===== src/hdl/ntc_c2t_ram.sv =====
`default_nettype none
module ntc_c2t_ram #(
	parameter int WIDTH = 8,
	parameter int DEPTH = 16,
	localparam int ADDR_W = (DEPTH > 1) ? $clog2(DEPTH) : 1
) (
	input  wire logic              clk,
	input  wire logic              we,
	input  wire logic              re,
	input  wire logic [ADDR_W-1:0] addr,
	input  wire logic [WIDTH-1:0]  wdata,
	output logic      [WIDTH-1:0]  rdata
);

	logic [WIDTH-1:0] mem [DEPTH];

	// single port, registered read
	always_ff @(posedge clk) begin
		if (we) begin
			mem[addr] <= wdata;
		end
		if (re) begin
			rdata <= mem[addr];
		end
	end

endmodule
`default_nettype wire


===== config.mk =====
export PLATFORM = sky130hd
export DESIGN_NAME = ntc_c2t_ram
export DESIGN_NICKNAME = d
export VERILOG_FILES = /design/src/hdl/ntc_c2t_ram.sv
export SDC_FILE = /design/constraint.sdc
export NUM_CORES = 1
export LEC_CHECK = 0
export BUFFER_PORTS_ARGS = -buffer_cell sky130_fd_sc_hd__buf_2
export CAP_MARGIN = 20
export CORE_ASPECT_RATIO = 1.25
export CORE_MARGIN = 4
export CORE_UTILIZATION = 60
export CTS_BUF_LIST = sky130_fd_sc_hd__clkbuf_16
export DETAILED_ROUTE_END_ITERATION = 12
export PLACE_DENSITY_LB_ADDON = 0.08
export SLEW_MARGIN = 20
export SYNTH_ARGS = -nofsm -noshare
export SYNTH_HDL_FRONTEND = slang
export SYNTH_SLANG_ARGS = --single-unit

===== constraint.sdc =====
create_clock -name clk -period 2.3 [get_ports clk]
set_clock_uncertainty 0.05 [all_clocks]
set_input_delay 0.46 -clock clk [delete_from_list [all_inputs] [get_ports clk]]
set_output_delay 0.46 -clock clk [all_outputs]
set_load 0.03 [all_outputs]

==> results.sh <==
export IMPL_status="completed"
export IMPL_period_share_pct=70.2
export IMPL_crit_family="multiplexers"
export IMPL_finalSetupViolCount=0
export IMPL_wire_per_inst_um=23.4
export IMPL_vias=2418
export IMPL_grt_max_degree=22
export IMPL_nets=300
export IMPL_avgSynthCellArea_um2=22.4
export IMPL_syn_to_final_growth_pct=20.3
export IMPL_grt_usage_pct=20.5
export IMPL_die_h_um=112
export IMPL_grt_overflow_total=0
export IMPL_place_congestion=0.754
export IMPL_drtAntennaViolNets=0
export IMPL_crit_fanout=21
export IMPL_dr_pass1_iters=4
export IMPL_grt_pass1_wl_um=14600
export IMPL_drt_wl_total_um=9250
export IMPL_hpwl_um=6020
export IMPL_hold_viol=0
export IMPL_chipWidth_um=90.8
export IMPL_clockBufferDepth=2
export IMPL_max_slew_margin_pct=59.0
export IMPL_post_route_min_period_ns=1.61
export IMPL_p_leak_nw=2.09
export IMPL_worst_pin_slew_ns=0.613
export IMPL_vias_per_cell=6.12
export IMPL_insertion_delay_ns=0.40
export IMPL_ctsResizeCount=0
export IMPL_worstSetupPathType="in -> reg"
export IMPL_die_area_mm2=0.0101
export IMPL_first_iter_violations=201
export IMPL_grt_antenna_before_repair=0
export IMPL_worstReg2RegEnd="rdata[7]"
export IMPL_synth_warnings=0
export IMPL_drc_errors=0
export IMPL_hold_buffers=0
export IMPL_drive_above_1_share_pct=36.6
export IMPL_crit_path_start_kind="input pin"
export IMPL_rows=37
export IMPL_rsz0062_at_grt="false"
export IMPL_utilization_pct=74.7
export IMPL_mostFrequentLayoutCell="edfxtp_1"
export IMPL_worst_path_max_delay_cell="mux4_2"
export IMPL_port_buffers=22
export IMPL_synth_cells=230
export IMPL_drv_slew=0
export IMPL_numCtsBuffers=17
export IMPL_critPathBufInv=2
export IMPL_cts_tree="done"
export IMPL_hold_end="rdata[0]"
export IMPL_clk_transition_reported_paths_ns=0.06
export IMPL_start_util_pct=62.1
export IMPL_ys_ff_latch=136
export IMPL_crit_required_ns=2.40
export IMPL_drv_cap=0
export IMPL_antennaDiodeCount=0
export IMPL_grt_pass1_vias=2541
export IMPL_htreeDepth=4
export IMPL_synth_nets=245
export IMPL_max_freq_mhz=620
export IMPL_path_cells="buf_2 -> buf_12 -> mux4_2 -> a22oi_1 -> nand2_1"
export IMPL_cts_sinks=136
export IMPL_cp_end_kind="flop"
export IMPL_slowest_delay_ns=0.52
export IMPL_io_pins=23
export IMPL_root_buffer="clkbuf_16"
export IMPL_hp_start="re"
export IMPL_reg2regPathDepth=3
export IMPL_reg2reg_slack_ns=0.79
export IMPL_cts_setup_buffers=0
export IMPL_hold_path_class="in -> reg"
export IMPL_power_density_mw_per_mm2=960
export IMPL_mappedNetlistArea_mm2=0.00515
export IMPL_seq_area_frac_synth_pct=79.3
export IMPL_worstReg2RegStart="mem[3][7]"
export IMPL_core_mm2=0.00829
export IMPL_whs_path_depth=1
export IMPL_tns_ns=0
export IMPL_final_cell_mix="136 x edfxtp_1, 32 x mux4_2, 22 x buf_2"
export IMPL_synth_distinct_cells=17
export IMPL_worstPathArrival_ns=1.72
export IMPL_peakVddDrop_v=0.000855
==> registers in the layout, summed over array words and instances (netlist names) <==
register,cells
rdata,8
mem,128
==> worst max-delay path by stage <==
stage	from	endpoint	slack [ns]	depth (start not counted)
2_1_floorplan	addr[2]	mem[0][0]	0.30	2
3_3_place_gp	addr[0]	rdata[0]	0.30	5
3_5_place_dp	addr[0]	rdata[7]	0.28	5
4_1_cts	addr[0]	rdata[7]	0.70	5
5_1_grt	addr[0]	rdata[4]	0.65	5
6_report	addr[0]	rdata[7]	0.69	5
==> cells in the mapped netlist <==
master,count,area share (%)
nand3_1,1,0.097
mux4_2,32,14
nor2_1,13,0.95
clkbuf_2,1,0.097
buf_6,2,0.44
nand2_1,9,0.66
and2_1,1,0.12
edfxtp_1,136,79
clkbuf_1,2,0.15
nor2b_1,2,0.24
nand3b_1,2,0.29
nand2b_1,2,0.24
nor3_1,4,0.39
a22oi_1,16,2.3
or3b_2,1,0.17
buf_2,2,0.19
buf_1,4,0.29
==> kinds of logic (layout without fill, tap and decap cells) <==
family,count (synthesis),in the layout,synth area share (%)
AO/OA/AOI/OAI,16,16,2.33
flip-flops,136,136,79.3
multiplexers,32,32,14.0
buffers and inverters,11,79,1.17
AND/OR/NAND/NOR,35,35,3.16
==> report_power, final <==
part           leakage, nW  total [mW]  switching [mW]  internal, mW
registers             1.24        2.81          0.0143          2.79
logic                0.547       0.284           0.167         0.117
clock network        0.309        2.85           0.944          1.91
total                 2.09        5.94            1.13          4.82
==> routing by layer <==
metal | vias up | wire (µm) | global-route usage [%] | share of wire (%)
met5 | - | 0 | 0 | 0
met4 | 0 | 110 | 7.55 | 1.2
met3 | 10 | 568 | 6.62 | 6.1
met2 | 89 | 4960 | 33.0 | 54
met1 | 1240 | 3600 | 26.4 | 39
li1 | 1079 | - | - | -
==> layout make-up <==
type / count / area, µm²
clock buffer: 17 / 425
timing repair buffer: 47 / 348
multi-input combinational: 83 / 1000
tap: 97 / 121
fill: 437 / 2100
sequential: 136 / 4080
clock inverter: 15 / 209
==> per-stage QoR <==
step                hold WS (ns)  instance area, µm²  power, mW  setup slack, ns  std cells
floorplan                  0.509                5150       3.02            0.297        230
global placement           0.674                5560       3.14            0.298        363
detailed placement         0.688                5560       3.14            0.277        363
CTS                        0.351                6190       5.99            0.702        395
global route               0.345                6190       6.15            0.646        395
finish                     0.371                6190       5.94            0.686        395
(Power assumes the default switching activity.)
